[src/design/first_hit_depth_colormap_assert.svh]
// Assertion macros for the first-hit depth colormap block.
// No dependencies; included by the files that assert.
`ifndef FIRST_HIT_DEPTH_COLORMAP_ASSERT_SVH
`define FIRST_HIT_DEPTH_COLORMAP_ASSERT_SVH

// same-cycle implication, disabled in reset
`define FHDC_ASSERT_NOW(label, clk, rst_n, ante, cons) \
    label: assert property (@(posedge clk) disable iff (!rst_n) (ante) |-> (cons)) \
        else $error("assertion failed: same-cycle check");

// next-cycle implication, disabled in reset
`define FHDC_ASSERT_NEXT(label, clk, rst_n, ante, cons) \
    label: assert property (@(posedge clk) disable iff (!rst_n) (ante) |=> (cons)) \
        else $error("assertion failed: next-cycle check");

`endif

[src/design/fhdc_pkg.sv]
// Shared types and constants of the first-hit depth colormap block.
// No dependencies.
package fhdc_pkg;

    localparam int VOXEL_W = 16;
    localparam int CHAN_W  = 8;

    typedef logic [VOXEL_W-1:0] voxel_t;
    typedef logic [CHAN_W-1:0]  chan_t;

    // register map
    localparam int CFG_ADDR_W = 3;
    localparam logic [CFG_ADDR_W-1:0] REG_HIT_THRESHOLD = 3'd0;

    localparam voxel_t HIT_THRESHOLD_RESET = 16'd19661;

endpackage

[src/design/fhdc_voxel_if.sv]
// Voxel request channel: valid/ready plus one Q0.16 voxel value.
// Depends on fhdc_pkg.
interface fhdc_voxel_if
    import fhdc_pkg::*;
();
    logic   valid;
    logic   ready;
    voxel_t voxel_value;

    modport source (output valid, output voxel_value, input ready);
    modport sink   (input valid, input voxel_value, output ready);
endinterface

[src/design/fhdc_pixel_if.sv]
// Pixel request channel: valid/ready plus three 8-bit color channels.
// Depends on fhdc_pkg.
interface fhdc_pixel_if
    import fhdc_pkg::*;
();
    logic  valid;
    logic  ready;
    chan_t first_channel;
    chan_t second_channel;
    chan_t third_channel;

    modport source (output valid, output first_channel, output second_channel,
                    output third_channel, input ready);
    modport sink   (input valid, input first_channel, input second_channel,
                    input third_channel, output ready);
endinterface

[src/design/first_hit_depth_colormap.sv]
// First-hit depth search over a voxel column with jet colormap output.
// Depends on fhdc_pkg, fhdc_voxel_if, fhdc_pixel_if, first_hit_depth_colormap_assert.svh.
//
//  channel  | dir | payload                                        | handshake
//  ---------+-----+------------------------------------------------+-----------
//  voxels   | in  | voxel_value[15:0]                              | valid/ready
//  pixels   | out | first_channel, second_channel, third_channel   | valid/ready
//  apb      | in  | hit_threshold at 0x0                           | pready = 1
//
// One voxel per cycle unless stalled; one pixel per GRID_SIZE voxels, registered with
// the column's last voxel. Colormap is a compare/constant-multiply per channel
// straight off the column state into the pixel register.
// Reset clears the column state and the pixel valid; threshold goes to 19661.
// A stalled pixel blocks only the next column's last voxel; others keep flowing.
`include "first_hit_depth_colormap_assert.svh"

module first_hit_depth_colormap
    import fhdc_pkg::*;
#(
    parameter int GRID_SIZE = 32
)
(
    input  logic                  clk,
    input  logic                  rst_n,
    fhdc_voxel_if.sink            voxels,
    fhdc_pixel_if.source          pixels,
    input  logic                  psel,
    input  logic                  penable,
    input  logic                  pwrite,
    input  logic [CFG_ADDR_W-1:0] paddr,
    input  logic [31:0]           pwdata,
    output logic [31:0]           prdata,
    output logic                  pready
);

    localparam int DW = (GRID_SIZE > 1) ? $clog2(GRID_SIZE) : 1;
    localparam int WW = DW + 5;
    localparam logic [DW-1:0] LAST_POS = DW'(GRID_SIZE - 1);
    localparam logic signed [WW-1:0] G1 = WW'(GRID_SIZE);
    localparam logic signed [WW-1:0] G2 = WW'(2 * GRID_SIZE);
    localparam logic signed [WW-1:0] G3 = WW'(3 * GRID_SIZE);

    // 255 * tent(w / 4G), truncated; 2G is a power of two so the divide is a shift
    function automatic chan_t tent255(input logic signed [WW-1:0] w);
        logic signed [WW-1:0] num;
        logic [WW+7:0]        prod;
        chan_t                res;
        num  = '0;
        prod = '0;
        res  = '0;
        if (w <= -G3) begin
            res = '0;
        end else if (w <= -G1) begin
            num  = w + G3;
            prod = (WW+8)'($unsigned(num)) * (WW+8)'(255);
            res  = prod[DW+8:DW+1];
        end else if (w <= G1) begin
            res = 8'd255;
        end else if (w <= G3) begin
            num  = G3 - w;
            prod = (WW+8)'($unsigned(num)) * (WW+8)'(255);
            res  = prod[DW+8:DW+1];
        end else begin
            res = '0;
        end
        return res;
    endfunction

    voxel_t          thresh_reg,  thresh_next;
    logic [DW-1:0]   pos_reg,     pos_next;
    logic            found_reg,   found_next;
    logic [DW-1:0]   depth_reg,   depth_next;
    logic            valid_reg,   valid_next;
    chan_t           ch0_reg,     ch0_next;
    chan_t           ch1_reg,     ch1_next;
    chan_t           ch2_reg,     ch2_next;

    logic                 cfg_wr;
    logic                 in_fire;
    logic                 last_item;
    logic                 hit;
    logic                 col_found;
    logic [DW-1:0]        col_depth;
    logic signed [WW-1:0] d_val;
    logic signed [WW-1:0] w_val;

    assign pready = 1'b1;
    assign cfg_wr = psel && penable && pwrite && (paddr[2] == REG_HIT_THRESHOLD[2]);
    assign prdata = (paddr[2] == REG_HIT_THRESHOLD[2]) ? {16'd0, thresh_reg} : 32'd0;

    assign last_item     = (pos_reg == LAST_POS);
    assign voxels.ready  = !last_item || !valid_reg || pixels.ready;
    assign in_fire       = voxels.valid && voxels.ready;

    assign hit       = (voxels.voxel_value > thresh_reg);
    assign col_found = found_reg || hit;
    assign col_depth = found_reg ? depth_reg : pos_reg;

    always_comb
    begin
        // no surface: d = -1
        d_val = col_found ? $signed(WW'(col_depth)) : -$signed(WW'(1));
        w_val = ((d_val <<< 1) + $signed(WW'(1)) - G1) <<< 2;
    end

    always_comb
    begin
        thresh_next = cfg_wr ? pwdata[VOXEL_W-1:0] : thresh_reg;
        pos_next    = pos_reg;
        found_next  = found_reg;
        depth_next  = depth_reg;
        valid_next  = valid_reg && !pixels.ready;
        ch0_next    = ch0_reg;
        ch1_next    = ch1_reg;
        ch2_next    = ch2_reg;
        if (in_fire) begin
            if (last_item) begin
                pos_next   = '0;
                found_next = 1'b0;
                depth_next = '0;
                valid_next = 1'b1;
                ch0_next   = tent255(w_val + G2);
                ch1_next   = tent255(w_val);
                ch2_next   = tent255(w_val - G2);
            end else begin
                pos_next   = pos_reg + DW'(1);
                found_next = col_found;
                depth_next = col_depth;
            end
        end
    end

    always_ff @(posedge clk or negedge rst_n)
    begin
        if (!rst_n) begin
            thresh_reg <= HIT_THRESHOLD_RESET;
            pos_reg    <= '0;
            found_reg  <= 1'b0;
            depth_reg  <= '0;
            valid_reg  <= 1'b0;
        end else begin
            thresh_reg <= thresh_next;
            pos_reg    <= pos_next;
            found_reg  <= found_next;
            depth_reg  <= depth_next;
            valid_reg  <= valid_next;
        end
    end

    always_ff @(posedge clk)
    begin
        ch0_reg <= ch0_next;
        ch1_reg <= ch1_next;
        ch2_reg <= ch2_next;
    end

    assign pixels.valid          = valid_reg;
    assign pixels.first_channel  = ch0_reg;
    assign pixels.second_channel = ch1_reg;
    assign pixels.third_channel  = ch2_reg;

    `FHDC_ASSERT_NEXT(a_last_gives_pixel, clk, rst_n, in_fire && last_item, valid_reg)
    `FHDC_ASSERT_NEXT(a_last_clears_column, clk, rst_n, in_fire && last_item,
        pos_reg == '0 && !found_reg)
    `FHDC_ASSERT_NOW(a_stall_blocks_last, clk, rst_n,
        valid_reg && !pixels.ready && last_item, !voxels.ready)
    `FHDC_ASSERT_NEXT(a_pos_advances, clk, rst_n, in_fire && !last_item,
        pos_reg == $past(pos_reg) + DW'(1))

endmodule

[src/flat_wrapper.sv]
// flat-port wrapper written by rule: the top's interface ports become plain ports
module first_hit_depth_colormap_flat import fhdc_pkg::*;
#(
    parameter int GRID_SIZE = 32
)
  (clk, rst_n, psel, penable, pwrite, paddr, pwdata, prdata, pready, voxels_valid, voxels_voxel_value, voxels_ready, pixels_valid, pixels_first_channel, pixels_second_channel, pixels_third_channel, pixels_ready);
  fhdc_voxel_if voxels_i ();
  fhdc_pixel_if pixels_i ();
  input  logic clk;
  input  logic rst_n;
  input  logic psel;
  input  logic penable;
  input  logic pwrite;
  input  logic [CFG_ADDR_W-1:0] paddr;
  input  logic [31:0] pwdata;
  output logic [31:0] prdata;
  output logic pready;
  input wire logic [$bits(voxels_i.valid)-1:0] voxels_valid;
  input wire logic [$bits(voxels_i.voxel_value)-1:0] voxels_voxel_value;
  output wire logic [$bits(voxels_i.ready)-1:0] voxels_ready;
  output wire logic [$bits(pixels_i.valid)-1:0] pixels_valid;
  output wire logic [$bits(pixels_i.first_channel)-1:0] pixels_first_channel;
  output wire logic [$bits(pixels_i.second_channel)-1:0] pixels_second_channel;
  output wire logic [$bits(pixels_i.third_channel)-1:0] pixels_third_channel;
  input wire logic [$bits(pixels_i.ready)-1:0] pixels_ready;
  assign voxels_i.valid = voxels_valid;
  assign voxels_i.voxel_value = voxels_voxel_value;
  assign voxels_ready = voxels_i.ready;
  assign pixels_valid = pixels_i.valid;
  assign pixels_first_channel = pixels_i.first_channel;
  assign pixels_second_channel = pixels_i.second_channel;
  assign pixels_third_channel = pixels_i.third_channel;
  assign pixels_i.ready = pixels_ready;
  first_hit_depth_colormap #(.GRID_SIZE(GRID_SIZE)) u_core (.clk(clk), .rst_n(rst_n), .voxels(voxels_i), .pixels(pixels_i), .psel(psel), .penable(penable), .pwrite(pwrite), .paddr(paddr), .pwdata(pwdata), .prdata(prdata), .pready(pready));
endmodule
[config.mk]
export PLATFORM = sky130hd
export DESIGN_NAME = first_hit_depth_colormap_flat
export DESIGN_NICKNAME = d
export VERILOG_FILES = /design/src/design/fhdc_pkg.sv /design/src/design/fhdc_voxel_if.sv /design/src/design/fhdc_pixel_if.sv /design/src/design/first_hit_depth_colormap.sv /design/src/flat_wrapper.sv
export VERILOG_INCLUDE_DIRS = /design/src /design/src/design
export SDC_FILE = /design/constraint.sdc
export NUM_CORES = 1
export LEC_CHECK = 0
export ABC_CLOCK_PERIOD_IN_PS = 13000
export BUFFER_PORTS_ARGS = -buffer_cell sky130_fd_sc_hd__buf_2
export CORE_ASPECT_RATIO = 0.8
export CORE_MARGIN = 2
export CORE_UTILIZATION = 30
export CTS_CLUSTER_SIZE = 30
export DETAILED_ROUTE_END_ITERATION = 6
export SLEW_MARGIN = 20
export SYNTH_ARGS = -nofsm -noshare
export SYNTH_HDL_FRONTEND = slang
export SYNTH_SLANG_ARGS = --single-unit
[constraint.sdc]
create_clock -name clk -period 13 [get_ports clk]
set_input_delay 3.9 -clock clk [delete_from_list [all_inputs] [get_ports clk]]
set_output_delay 3.9 -clock clk [all_outputs]
set_load 0.05 [all_outputs]
# After elaboration in Yosys (flattened, before gate mapping)
# Cells that the tools add are included.
# classes
n_addsub,11
n_mul,6
n_lt_le_gt_ge,13
eq_ne,1
muxes,17
bitwise_logic,1
n_reduce_logical,12
# ops
cell,n
$mul 10x8->14 const B,6
$mux 8,9
$le 10x8->1 const B,6
$add 10x8->10 const B,4
$le 10x6->1 const B,3
$le 10x7->1 const B,3
$sub 8x10->10 const A,3
$gt 16x16->1,1
$mux 16,1
$mux 5,3
$sub 10x8->10 const B,1
$add 8x2->8 const B,1
$sub 8x7->8 const B,1
$mux 7,1
$add 5x1->5 const B,1
$eq 5x5->1 const B,1
$logic_and 1x1->1,5
$logic_not 1->1,3
$logic_or 1x1->1,3
$mux 1,3
$reduce_and 2->1,1
$not 1->1,1
# totals
ff_bits,52
in_bits,58
word_cells,69

# Depth between registers and ports, before layout
# depth
word_depth,11
mapped_depth,31

# Least setup slack after synthesis
# OpenSTA, ideal clock, no wires.
# synth_timing
path_type,input to register
start,input port voxels_voxel_value[15]
end,"register u_core.ch2_reg[7], in the netlist u_core.pixels.third_channel[7], data pin"
setup_ns,0.283
t_arrival_ns,10.773
required_ns,12.717
slack_ns,1.944
cell_stages,26
path_buffers,1
cell_sequence,ha_1 nand4_1 nor4_1 a21bo_2 a31oi_4 nand2_2 ha_1 clkbuf_1 xor2_1 inv_1 ha_1 xnor3_1 fa_1 fa_1 inv_1 fa_1 inv_1 ha_1 o21a_1 o31a_1 o41ai_1 xnor3_1 nand3b_1 mux2i_1 nor3_1 a211oi_1
# synth_via
elab_chain_len,11
# synth_lines
item,line,source
from (decl),flat_wrapper.sv:19,input wire logic [$bits(voxels_i.voxel_value)-1:0] voxels_voxel_value;
$gt 16x16->1 *,first_hit_depth_colormap.sv:95,assign hit = (voxels.voxel_value > thresh_reg);
$logic_or 1x1->1 *,first_hit_depth_colormap.sv:96,assign col_found = found_reg || hit;
$mux 7 *,first_hit_depth_colormap.sv:102,d_val = col_found ? $signed(WW'(col_depth)) : -$signed(WW'(1));
$add 8x2->8 *,first_hit_depth_colormap.sv:103,w_val = ((d_val <<< 1) + $signed(WW'(1)) - G1) <<< 2;
$sub 8x7->8 *,first_hit_depth_colormap.sv:103,
$sub 10x8->10 *,first_hit_depth_colormap.sv:124,ch2_next = tent255(w_val - G2);
$sub 8x10->10,first_hit_depth_colormap.sv:60,num = G3 - w;
$mul 10x8->14,first_hit_depth_colormap.sv:61,prod = (WW+8)'($unsigned(num)) * (WW+8)'(255);
$mux 8,first_hit_depth_colormap.sv:59,end else if (w <= G3) begin
$mux 8,first_hit_depth_colormap.sv:57,end else if (w <= G1) begin
$mux 8,first_hit_depth_colormap.sv:53,end else if (w <= -G1) begin
to (signal assigned),first_hit_depth_colormap.sv:154,ch2_reg <= ch2_next;
to (decl),first_hit_depth_colormap.sv:76,"chan_t ch2_reg, ch2_next;"
# Mark *: on every way between the ends. The rest lies on a longest branch, timed or not.
# A chain may end at the register's enable or synchronous reset.

# Worst setup path after layout
# layout_timing
start,input port voxels_voxel_value[15]
end,"register u_core.ch1_reg[7], in the netlist u_core.pixels.second_channel[7], data pin"
# layout_via
elab_chain_len,10
# layout_lines
item,line,source
$gt 16x16->1 *,first_hit_depth_colormap.sv:95,
$logic_or 1x1->1 *,first_hit_depth_colormap.sv:96,
$mux 7 *,first_hit_depth_colormap.sv:102,
$add 8x2->8 *,first_hit_depth_colormap.sv:103,
$sub 8x7->8 *,first_hit_depth_colormap.sv:103,
$sub 8x10->10,first_hit_depth_colormap.sv:60,
$mul 10x8->14,first_hit_depth_colormap.sv:61,
$mux 8,first_hit_depth_colormap.sv:59,
$mux 8,first_hit_depth_colormap.sv:57,
$mux 8,first_hit_depth_colormap.sv:53,
to (signal assigned),first_hit_depth_colormap.sv:153,ch1_reg <= ch1_next;
to (decl),first_hit_depth_colormap.sv:75,"chan_t ch1_reg, ch1_next;"
# Marked as above.

==> impl_metrics.toml <==
[outcome]
status = "complete, but fails checks"
failed_checks = "design-rule violations"

[yosys]
synth_top_family_by_area = "adder cells"
ys_async_sr_fraction = 0.538
synth_compound_area_frac = 0.108
synth_cell_type_count = 64
synthFlopType = "edfxtp_1"
synth-simple-area-share = 0.0794
yosysSeqAreaShare = 0.159
yosysWarnings = 0
synthMuxAreaShare = 0.0414
syn-instance-count = 980
syn_area_um2 = 9010
synth-xor-area-share = 0.111
synth_edf_count = 24
syn_area_per_cell_um2 = 9.20
synth_adder_area_share = 0.381
synth-seq-cells = 52

[place]
preCtsSetupSlack_ps = 1300
dpl.hpwl_um = 18500
io_buffers = 81
gp_congestion = 0.914

[global_route]
use_met2 = 0.227
grt_pass1_wl_um = 36400
grt_pass1_vias = 6741
met3_usage = 0.0275
met1_usage = 0.215
top_usage_layer = "met2"
grt_usage = 0.147
grt_start_max_net_pins = 29
grt_overflow = 0
antenna_found_initial = 0

[floorplanning]
die_y_um = 159
placementRows = 56
dieArea_um2 = 31500
die_width_um = 198
coreArea_um2 = 29400
num_io_pins = 117
start_util = 0.306

[sta]
worstMarginPinSlew_ps = 1080
rsz0062_at_grt = "false"
min_period_ps = 11430
hold_violations = 0
fin_skew_ps = 5.85
fin_crit_sh = 0.879
setup_violations = 0
slew_violations = 0
timing.slew.headroom = 0.278
fmax_ghz = 0.0875
layout_setup_ws_ps = 1570
fin_tns_setup_ps = 0

[routing]
dr.pass1.iters = 7
drt_iter0_drc = 338
dr_total_vias = 6592
ant_nets = 0
viasPerCell = 4.57
drc = 4
wl_per_cell_um = 15.5
wl_um = 22300

[cts]
cts_root_buffer = "clkbuf_16"
clock_latency_ps = 310
tritoncts = "built"
clk_pin_slew_ps = 80
cts_made_buffers = 5
cts_num_sinks = 52
htree_levels = 2
post_cts_buffers = 0
cts_buffer_depth = 2
hold_buffers = 0
cts-resized-gates = 0

[setup_path]
cp-end-kind = "register"
cp_slowest_stage_delay_ps = 670
reg2reg_slack_ps = 4700
cp_common_cell = "inv_1"
crit_arrival_ps = 11480
worst_setup_path_start_kind = "input pin"
crit_required_ps = 13050
critPathKind = "in2reg"
cp_max_fo = 15
slowest_stage = "a2111oi_0"

[cells_and_area]
fin_util = 0.340
final_nets = 1339
drive_gt1_frac = 0.143
multi_input_area_um2 = 6580
regArea_um2 = 1430
syn_to_final_growth_pct = 11.0
largest_register_ffs = 16
num_antenna_cells = 0
fillers = 3040

[run]
max_cap_violations = 0

[min_path]
worstHoldPathType = "reg2reg"
## Yosys cell counts, types with 5 or more instances
master	number	area, um^2
a211oi_1	9	67.6
a21o_1	7	52.6
a21oi_1	53	265
a221o_1	6	60.1
a221oi_1	6	52.6
buf_4	18	135
clkbuf_1	20	75.1
dfrtp_1	20	500
dfstp_2	8	210
edfxtp_1	24	721
fa_1	94	1880
ha_1	124	1550
inv_1	229	860
mux2_2	26	293
mux2i_1	8	80.1
nand2_1	41	154
nor2_1	62	233
nor2b_1	7	43.8
nor3_1	10	50.1
o211ai_1	6	45.0
o21a_1	7	52.6
o21ai_0	23	115
xnor2_1	78	683
xnor3_1	5	113
xor2_1	17	149
## routing by layer
layer | vias up | share of wire
met3 | 17 | 0.065
li1 | 3268 | -
met1 | 3154 | 0.50
met5 | - | 0
met4 | 0 | 0.011
met2 | 153 | 0.43
## final timing paths
path	start	to	cells past startpoint
setup / recovery	voxels_voxel_value[15]	u_core.pixels.second_channel[7]$_SDFFCE_PP0P_	29
max in group asynchronous	rst_n	u_core.depth_reg[0]$_DFFE_PN0P_	1
hold reg to reg	u_core.depth_reg[1]$_DFFE_PN0P_	u_core.depth_reg[1]$_DFFE_PN0P_	1
setup reg to reg	u_core.thresh_reg[14]$_DFFE_PN1P_	u_core.pixels.second_channel[7]$_SDFFCE_PP0P_	29
min in group asynchronous	rst_n	u_core.pos_reg[2]$_DFFE_PN0P_	1
hold / removal	u_core.depth_reg[1]$_DFFE_PN0P_	u_core.depth_reg[1]$_DFFE_PN0P_	1
## cells by family (layout without fill, tap and decap cells)
| logic type | Yosys count | after routing |
|---|---|---|
| DFF | 52 | 52 |
| other | 2 | 22 |
| muxes | 34 | 34 |
| buffers and inverters | 269 | 333 |
| xor gates and xnor gates | 102 | 102 |
| and+or+nand+nor | 155 | 155 |
| AOI/OAI and AO/OA | 148 | 148 |
| adders and majority gates | 218 | 218 |
## layout by cell type (no fill, tap or decap), drive strengths merged, types with 4 or more instances in the layout
cell type and count:
clkbuf 5, nand3 4, conb 22, buf 95, inv 231, mux2 26, nor3 10, xnor2 79
o211ai 6, fa 94, o21ai 24, dfstp 8, edfxtp 24, nor2b 7, nor2 64, a211oi 9
xor2 17, a31oi 5, nand2 45, o21a 7, ha 124, xnor3 5, dfrtp 20, a221o 6
a221oi 7, a21oi 54, a21o 7, nand2b 4, mux2i 8
## metrics by stage
stage / std cells / instance area, um^2 / hold slack [ps]
after CTS: 1441 / 10000 / 500
after global routing: 1441 / 10000 / 518
after floorplan: 1000 / 9090 / 460
final: 1441 / 10000 / 498
after global placement: 1433 / 9850 / 478
after detailed placement: 1433 / 9850 / 482
## worst max-delay path: cells and delay by family
| kind | cells | cell delay [ps] |
|---|---|---|
| buffers and inverters | 7 | 790 |
| xor gates and xnor gates | 1 | 80 |
| and+or+nand+nor | 8 | 1350 |
| adders and majority gates | 7 | 3110 |
| AOI/OAI and AO/OA | 6 | 2250 |
## cell type report
| class | count | area share |
|---|---|---|
| Inverter | 230 | 0.0863 |
| Timing Repair Buffer | 95 | 0.0510 |
| Clock inverter | 3 | 0.00263 |
| Sequential cell | 52 | 0.143 |
| Tap cell | 377 | 0.0471 |
| Clock buffer | 5 | 0.0125 |
| Multi-Input combinational cell | 679 | 0.657 |
Power is left out: the tool's default activity adds up to more than one toggle a clock period on the data nets, which glitch-free logic cannot reach.
